[config.mk]
export PLATFORM = sky130hd
export DESIGN_NAME = rrls_ctrl
export DESIGN_NICKNAME = d
export VERILOG_FILES = /design/src/hw/rtl/rrls_pkg.sv /design/src/hw/rtl/rrls_ctrl.sv
export SDC_FILE = /design/constraint.sdc
export NUM_CORES = 1
export LEC_CHECK = 0
export ABC_AREA = 0
export BUFFER_PORTS_ARGS = -buffer_cell sky130_fd_sc_hd__buf_2
export CAP_MARGIN = 0
export CORE_AREA = 2 2 39 41
export CTS_CLUSTER_SIZE = 8
export DETAILED_ROUTE_END_ITERATION = 6
export DIE_AREA = 0 0 41 43
export PLACE_DENSITY = 0.68
export SETUP_SLACK_MARGIN = 0.1
export SLEW_MARGIN = 20
export SYNTH_ARGS = -nofsm -noshare
export SYNTH_HDL_FRONTEND = slang
export SYNTH_SLANG_ARGS = --single-unit
[constraint.sdc]
create_clock -name i_clk -period 1.9 [get_ports i_clk]
set_clock_uncertainty 0.05 [all_clocks]
set_input_delay 0 -clock i_clk [delete_from_list [all_inputs] [get_ports i_clk]]
set_output_delay 0 -clock i_clk [all_outputs]
set_load 0.1 [all_outputs]
[src/hw/rtl/rrls_pkg.sv]
// rrls_pkg: operation and status codes, fixed field widths and the
// command/status structs shared by the controller and the datapath.
// No dependencies.
`timescale 1ns / 1ps

package rrls_pkg;

    localparam int LOC_W     = 8;   // coordinate port width
    localparam int RAND_W    = 32;  // random word width
    localparam int CNT_OUT_W = 13;  // count port width
    localparam int EXT_W     = 16;  // scratch width for sign extension

    localparam logic [1:0] OP_INSERT = 2'd0;
    localparam logic [1:0] OP_REMOVE = 2'd1;
    localparam logic [1:0] OP_POP    = 2'd2;
    localparam logic [1:0] OP_CLEAR  = 2'd3;

    localparam logic [1:0] ST_OK    = 2'd0;
    localparam logic [1:0] ST_MISS  = 2'd1;
    localparam logic [1:0] ST_EMPTY = 2'd2;
    localparam logic [1:0] ST_FULL  = 2'd3;

    typedef struct packed {
        logic       init_wr;
        logic       capture;
        logic       map_rd;
        logic       list_rd_map;
        logic       ins_commit;
        logic       div_start;
        logic       list_rd_rem;
        logic       get_out;
        logic       list_rd_last;
        logic       drop_wr;
        logic       clr_count;
        logic       set_status;
        logic [1:0] status;
        logic       out_load;
    } t_cmd;

    typedef struct packed {
        logic [1:0] op;
        logic       present;
        logic       full;
        logic       empty;
        logic       div_done;
        logic       init_done;
        logic       out_free;
    } t_stat;

endpackage

[src/hw/rtl/rrls_ctrl.sv]
// rrls_ctrl: sequencer for insert, remove, pop and clear requests.
// Issues rrls_pkg::t_cmd to rrls_datapath and reads back rrls_pkg::t_stat.
`timescale 1ns / 1ps

module rrls_ctrl (
    input  logic            i_clk,
    input  logic            i_rst_n,
    input  logic            i_valid,
    output logic            o_stall,
    input  rrls_pkg::t_stat i_stat,
    output rrls_pkg::t_cmd  o_cmd
);
    import rrls_pkg::*;

    localparam logic [3:0] S_INIT     = 4'd0;
    localparam logic [3:0] S_IDLE     = 4'd1;
    localparam logic [3:0] S_DISPATCH = 4'd2;
    localparam logic [3:0] S_MAP_WAIT = 4'd3;
    localparam logic [3:0] S_CHECK    = 4'd4;
    localparam logic [3:0] S_DIV      = 4'd5;
    localparam logic [3:0] S_POP_GET  = 4'd6;
    localparam logic [3:0] S_DROP     = 4'd7;
    localparam logic [3:0] S_FINISH   = 4'd8;

    logic [3:0] r_state;
    logic [3:0] n_state;

    always_ff @(posedge i_clk) begin
        if (!i_rst_n) begin
            r_state <= S_INIT;
        end else begin
            r_state <= n_state;
        end
    end

    always_comb begin
        n_state = r_state;
        o_cmd   = '0;
        unique case (r_state)
            S_INIT: begin
                if (i_stat.init_done) begin
                    n_state = S_IDLE;
                end else begin
                    o_cmd.init_wr = 1'b1;
                end
            end
            S_IDLE: begin
                if (i_valid) begin
                    o_cmd.capture = 1'b1;
                    n_state       = S_DISPATCH;
                end
            end
            S_DISPATCH: begin
                unique case (i_stat.op)
                    OP_CLEAR: begin
                        o_cmd.clr_count = 1'b1;
                        n_state         = S_FINISH;
                    end
                    OP_POP: begin
                        if (i_stat.empty) begin
                            o_cmd.set_status = 1'b1;
                            o_cmd.status     = ST_EMPTY;
                            n_state          = S_FINISH;
                        end else begin
                            o_cmd.div_start = 1'b1;
                            n_state         = S_DIV;
                        end
                    end
                    default: begin
                        o_cmd.map_rd = 1'b1;
                        n_state      = S_MAP_WAIT;
                    end
                endcase
            end
            S_MAP_WAIT: begin
                o_cmd.list_rd_map = 1'b1;
                n_state           = S_CHECK;
            end
            S_CHECK: begin
                if (i_stat.op == OP_INSERT) begin
                    n_state = S_FINISH;
                    if (i_stat.present) begin
                        o_cmd.set_status = 1'b1;
                        o_cmd.status     = ST_MISS;
                    end else if (i_stat.full) begin
                        o_cmd.set_status = 1'b1;
                        o_cmd.status     = ST_FULL;
                    end else begin
                        o_cmd.ins_commit = 1'b1;
                    end
                end else if (!i_stat.present) begin
                    o_cmd.set_status = 1'b1;
                    o_cmd.status     = ST_MISS;
                    n_state          = S_FINISH;
                end else begin
                    o_cmd.list_rd_last = 1'b1;
                    n_state            = S_DROP;
                end
            end
            S_DIV: begin
                if (i_stat.div_done) begin
                    o_cmd.list_rd_rem = 1'b1;
                    n_state           = S_POP_GET;
                end
            end
            S_POP_GET: begin
                // popped entry is on the read port; fetch the last entry next
                o_cmd.get_out      = 1'b1;
                o_cmd.list_rd_last = 1'b1;
                n_state            = S_DROP;
            end
            S_DROP: begin
                o_cmd.drop_wr = 1'b1;
                n_state       = S_FINISH;
            end
            S_FINISH: begin
                if (i_stat.out_free) begin
                    o_cmd.out_load = 1'b1;
                    n_state        = S_IDLE;
                end
            end
            default: begin
                n_state = S_IDLE;
            end
        endcase
    end

    assign o_stall = (r_state != S_IDLE);

endmodule

==> results of run 1 <==
[through the flow]
| step | setup slack (ps) | instance area (µm²) | total power, mW |
|---|---|---|---|
| 2_1_floorplan | -249.2 | 550.5 | 0.2007 |
| 3_3_place_gp | 398.8 | 780.7 | 0.2307 |
| 3_5_place_dp | 367.5 | 780.7 | 0.2323 |
| 4_1_cts | 118.0 | 813.3 | 0.3429 |
| 5_1_grt | 86.40 | 827.0 | 0.3616 |
| 6_report | 146.2 | 827.0 | 0.3407 |
[critical path, delay by kind of cell, from the launching register on]
family,cells,cell delay (ps)
AND/OR/NAND/NOR,3,790
flip-flops,1,500
buffers and inverters,1,180
[worst max path at each step]
stage / from / to / slack [ps] / depth (start not counted)
final: r_state[1] / o_cmd[2] / 150 / 4
after CTS: r_state[1] / o_cmd[3] / 120 / 4
after global routing: r_state[2] / o_cmd[7] / 90 / 3
after global placement: r_state[1] / o_cmd[3] / 400 / 4
after detailed placement: r_state[1] / o_cmd[4] / 370 / 3
after floorplan: r_state[1] / r_state[2] / -250 / 3
[cells in the final DEF, fill, tap and decap left out, types with 3 or more instances in the layout]
| cell | count |
|---|---|
| nor2_1 | 5 |
| dfxtp_2 | 3 |
| buf_12 | 6 |
| buf_2 | 18 |
| nand2_1 | 5 |
| clkbuf_4 | 5 |
[power by group through the flow]
stage               clock [mW]  sequential [mW]  combinational, mW
global route             0.118            0.108              0.136
CTS                      0.110            0.105              0.128
floorplan                    0           0.0969              0.104
global placement             0            0.106              0.125
detailed placement           0            0.106              0.126
finish                   0.107            0.106              0.128
[layer usage]
| metal | vias up | part of all wire [%] | GRT usage, % |
|---|---|---|---|
| li1 | 306 | - | - |
| met1 | 289 | 47 | 25.64 |
| met2 | 21 | 48 | 26.25 |
| met3 | 0 | 5.0 | 2.094 |
| met4 | 0 | 0 | 4.000 |
| met5 | - | 0 | 0 |
[repair_timing]
action,4_1_cts,5_1_grt
setup endpoints to repair,0,4
hold endpoints to repair,3,0
hold buffers,1,0
gates resized for setup,0,3
[logic make-up after synthesis]
family / after synthesis / share of synthesized area [%]
buffers and inverters: 6 / 5.851
xor gates and xnor gates: 1 / 1.781
DFF: 4 / 16.29
and+or+nand+nor: 38 / 51.66
muxes: 1 / 2.036
AOI/OAI and AO/OA: 14 / 22.39
[final cells by class]
cell class              count  area (µm²)
flip-flops and latches      4       83.83
clock buffers               3       22.52
fillers                   123       556.8
well taps                  16       20.02
inverters                   1       3.754
multi-input cells          54       446.7
repair buffers             29       250.2
==> impl_metrics.tcl, run 1 <==
set metrics [dict create \
    r2r-end "r_state[2]" \
    grt_use_total_pct 17.45 \
    dp.cells 103 \
    synthesis.area_um2 491.7 \
    gr-total-overflow 0 \
    critPathKind "reg -> out" \
    cap_violations 0 \
    vdd_ir_drop_max_uv 322.8 \
    drcViolationCount 0 \
    finalMaxSlewViolations 0 \
    grt_pass1_vias 522 \
    cpPeakStageDelay_ps 500 \
    cp_slowest_cell "dfxtp_2" \
    wirelength_um 1383 \
    first_iter_violations 11 \
    cts_setup_buffers 0 \
    cts-root-buf "clkbuf_4" \
    hold_ws_ps 15.60 \
    port_buffers 26 \
    p_comb_share_pct 37.5 \
    netlist.area_leader.share_pct 16.28 \
    slew_headroom_pct 67.73 \
    worst_pin_slew_ps 487.3 \
    critPathArrivalTime_ps 1700 \
    initial_utilization_pct 35.53 \
    clock_power_share_pct 31.4 \
    end_kind "primary output" \
    wl_per_cell_um 12.93 \
    area_growth_pct 68.19 \
    ioPinCount 27 \
    syn_nets 75 \
    drt.antenna.violating_nets 0 \
    hold_class "in -> reg" \
    fmax_mhz 570.2 \
    grt_antenna_before_repair 0 \
    viasPerCell 5.757 \
    clock_path_buffers 2 \
    crit_chain "nor4b_2 > nand4b_1 > nand2_1 > buf_12" \
    h-tree-depth 1 \
    path_clk_slew_ps 40 \
    die_x_um 41 \
    whs_endpoint "r_state[3]" \
    layout_worst_path_cycle_share_pct 92.31 \
    rrSetupSlack_ps 470 \
    grt_max_degree 18 \
    synth.largest_area_cell "dfxtp_1" \
    num_rows 14 \
    reg_top3 "r_state: 4 flops" \
    clock_sinks 4 \
    r2r-start "r_state[1]" \
    hold_violations 0 \
    min_period_ps 1754 \
    synthTopCellsByCount "nor2_1 (7), buf_2 (5), nand2_1 (5)" \
    grt_pass1_wl_um 2235 \
    largest_reg_flops 4 \
    critPathMaxFanout 16 \
    async_flop_share_pct 0 \
    drtPass1Iterations 4 \
    nets 104 \
    dp_hpwl_um 1065 \
    synth_seq_cells 4 \
    rsz0062_at_grt "true" \
    p_leak_nw 0.3621 \
    cts_buffers 3 \
    avgSynthCellArea_um2 7.683 \
    hold_depth 4 \
    top_register "r_state" \
    syn-instance-count 64 \
    worstSkewPairLatency_ps 230 \
    setup_viol 0 \
    tns_ps 0 \
    via_count 616 \
    outcome "finished, final reports clean" \
    startpoint_type "flop" \
    rr_worst_depth 3 \
    post-synth-top-count-cell "nor2_1" \
    diodes 0 \
    cts_tree "built" \
    p_switching_mw 0.1423 \
    seqPwrFrac_pct 31.2 \
    synth_warnings 0 \
    synth_edf_count 0 \
    gp_congestion 0.8161 \
    required_ps 1850 \
    power_density_mw_per_mm2 412.0 \
    final_cells 107 \
    yosysSeqAreaShare_pct 16.28 \
    die_h_um 43 \
    holdCritStartpoint "i_stat[0]" \
    synth_top_flop_cell "dfxtp_1" \
    swShare_pct 41.77 \
    coreArea_mm2 0.001384 \
    utilization_pct 59.76 \
    layout-drive-gt1-share_pct 51.65 \
    synth_area_leaders "dfxtp_1 (16%), nor4b_2 (6.1%), nor2_1 (5.3%), buf_2 (5.1%), nand2_1 (3.8%)" \
    p_int_mw 0.1984 \
    synth_cell_types 36 \
    die_area_mm2 0.001763 \
]
No activity file was read; power rests on OpenSTA's default activity.
==> inputs of run 2 (changes only) <==
- clock period: 1.9 -> 2.1 ns (I/O delays scaled with it)
==> impl_metrics.tcl, run 2 (synthesis gave the netlist of run 1 again) <==
set metrics [dict create \
    outcome "finished, final reports clean" \
    power_density_mw_per_mm2 395.5 \
    via_count 588 \
    critPathKind "reg -> out" \
    largest_reg_flops 4 \
    crit_chain "nor4b_2 > nand4b_1 > nand2_1 > buf_2" \
    clock_sinks 4 \
    grt_pass1_wl_um 2214 \
    grt_antenna_before_repair 0 \
    min_period_ps 1828 \
    wl_per_cell_um 11.82 \
    cpPeakStageDelay_ps 500 \
    vdd_ir_drop_max_uv 319.9 \
    gr-total-overflow 0 \
    initial_utilization_pct 35.53 \
    layout_worst_path_cycle_share_pct 87.03 \
    drtPass1Iterations 4 \
    fin_area_um2 763.2 \
    drt.antenna.violating_nets 0 \
    setup_viol 0 \
    final_cells 107 \
    end_kind "primary output" \
    finalPower_mw 0.3019 \
    top_register "r_state" \
    area_growth_pct 55.22 \
    required_ps 2050 \
    grt_pass1_vias 511 \
    met1_length_um 575 \
    rrSetupSlack_ps 530 \
    clock_path_buffers 2 \
    critPathMaxFanout 16 \
    rsz0062_at_grt "false" \
    critPathArrivalTime_ps 1780 \
    finalMaxSlewViolations 0 \
    final_common_cell "buf_2" \
    highest_layer "met3" \
    first_iter_violations 12 \
    final_cell_mix "buf_2 (23), nand2_1 (5), nor2_1 (5)" \
    diodes 0 \
    fmax_mhz 547.1 \
    worst_pin_slew_ps 507.4 \
    ioPinCount 27 \
    cts_buffers 3 \
    cap_violations 0 \
    nFillCells 126 \
    wl_met3_um 94 \
    startpoint_type "flop" \
    die_h_um 43 \
    tns_ps 0 \
    hold_violations 0 \
    grt_use_total_pct 16.98 \
    num_rows 14 \
    p_leak_nw 0.3540 \
    h-tree-depth 1 \
    nets 104 \
    port_buffers 26 \
    die_area_mm2 0.001763 \
    dp_hpwl_um 967.8 \
    worstSkewPairLatency_ps 230 \
    coreArea_mm2 0.001384 \
    path_clk_slew_ps 40 \
    wirelength_um 1265 \
    cts-root-buf "clkbuf_4" \
    die_x_um 41 \
    cp_slowest_cell "dfxtp_2" \
    gp_congestion 0.8061 \
    reg_top3 "r_state: 4 flops" \
    dp.cells 103 \
    cts_setup_buffers 0 \
    hold_class "in -> reg" \
    layout-drive-gt1-share_pct 50.55 \
    drcViolationCount 0 \
    place_area_um2 720.7 \
    grt_max_degree 18 \
    viasPerCell 5.495 \
    slew_headroom_pct 65.86 \
    hold_ws_ps 18.60 \
    cts_tree "built" \
    route.met2.wl_um 595 \
]
-- run 2: where the power goes --
group | internal (mW) | switching (mW)
registers | 0.0801 | 0.0154
clock network | 0.0637 | 0.0290
logic | 0.0342 | 0.0794
total | 0.178 | 0.124
-- run 2: layout make-up --
class / instances / area [µm²] / share of cell area, %
Multi-Input combinational cell: 54 / 434.2 / 56.89
Timing Repair Buffer: 29 / 200.2 / 26.23
Sequential cell: 4 / 82.58 / 10.82
Clock buffer: 3 / 22.52 / 2.951
Tap cell: 16 / 20.02 / 2.623
Inverter: 1 / 3.754 / 0.4918
-- run 2: worst max-delay path: cells and delay by family, from the launching register on --
family | cells | cell delay [ps]
simple gates | 3 | 630
flops | 1 | 500
buf+inv | 1 | 420
-- run 2: worst paths after layout --
path | from | end | cells after the start
worst max-delay path | r_state[1] | o_cmd[2] | 4
worst min-delay path | i_stat[0] | r_state[3] | 4
worst max register to register | r_state[2] | r_state[3] | 4
worst min register to register | r_state[1] | r_state[3] | 2
-- run 2: what timing repair did --
action	4_1_cts	5_1_grt
hold buffers	1	0
setup endpoints to repair	0	5
gates resized for setup	0	2
endpoints found under the hold margin	2	0
-- run 2: layer usage --
layer  track usage [%]  vias to the layer above
met3             1.571                        0
met5                 0                        -
met1             26.13                      259
li1                  -                      304
met4             2.000                        0
met2             25.62                       25
-- run 2: through the flow --
step,worst slack [ps],util [%]
final,272.3,55.15
after global routing,122.3,55.15
after CTS,205.7,54.43
after detailed placement,460.6,52.08
after global placement,460.8,52.08
after floorplan,-91.21,-
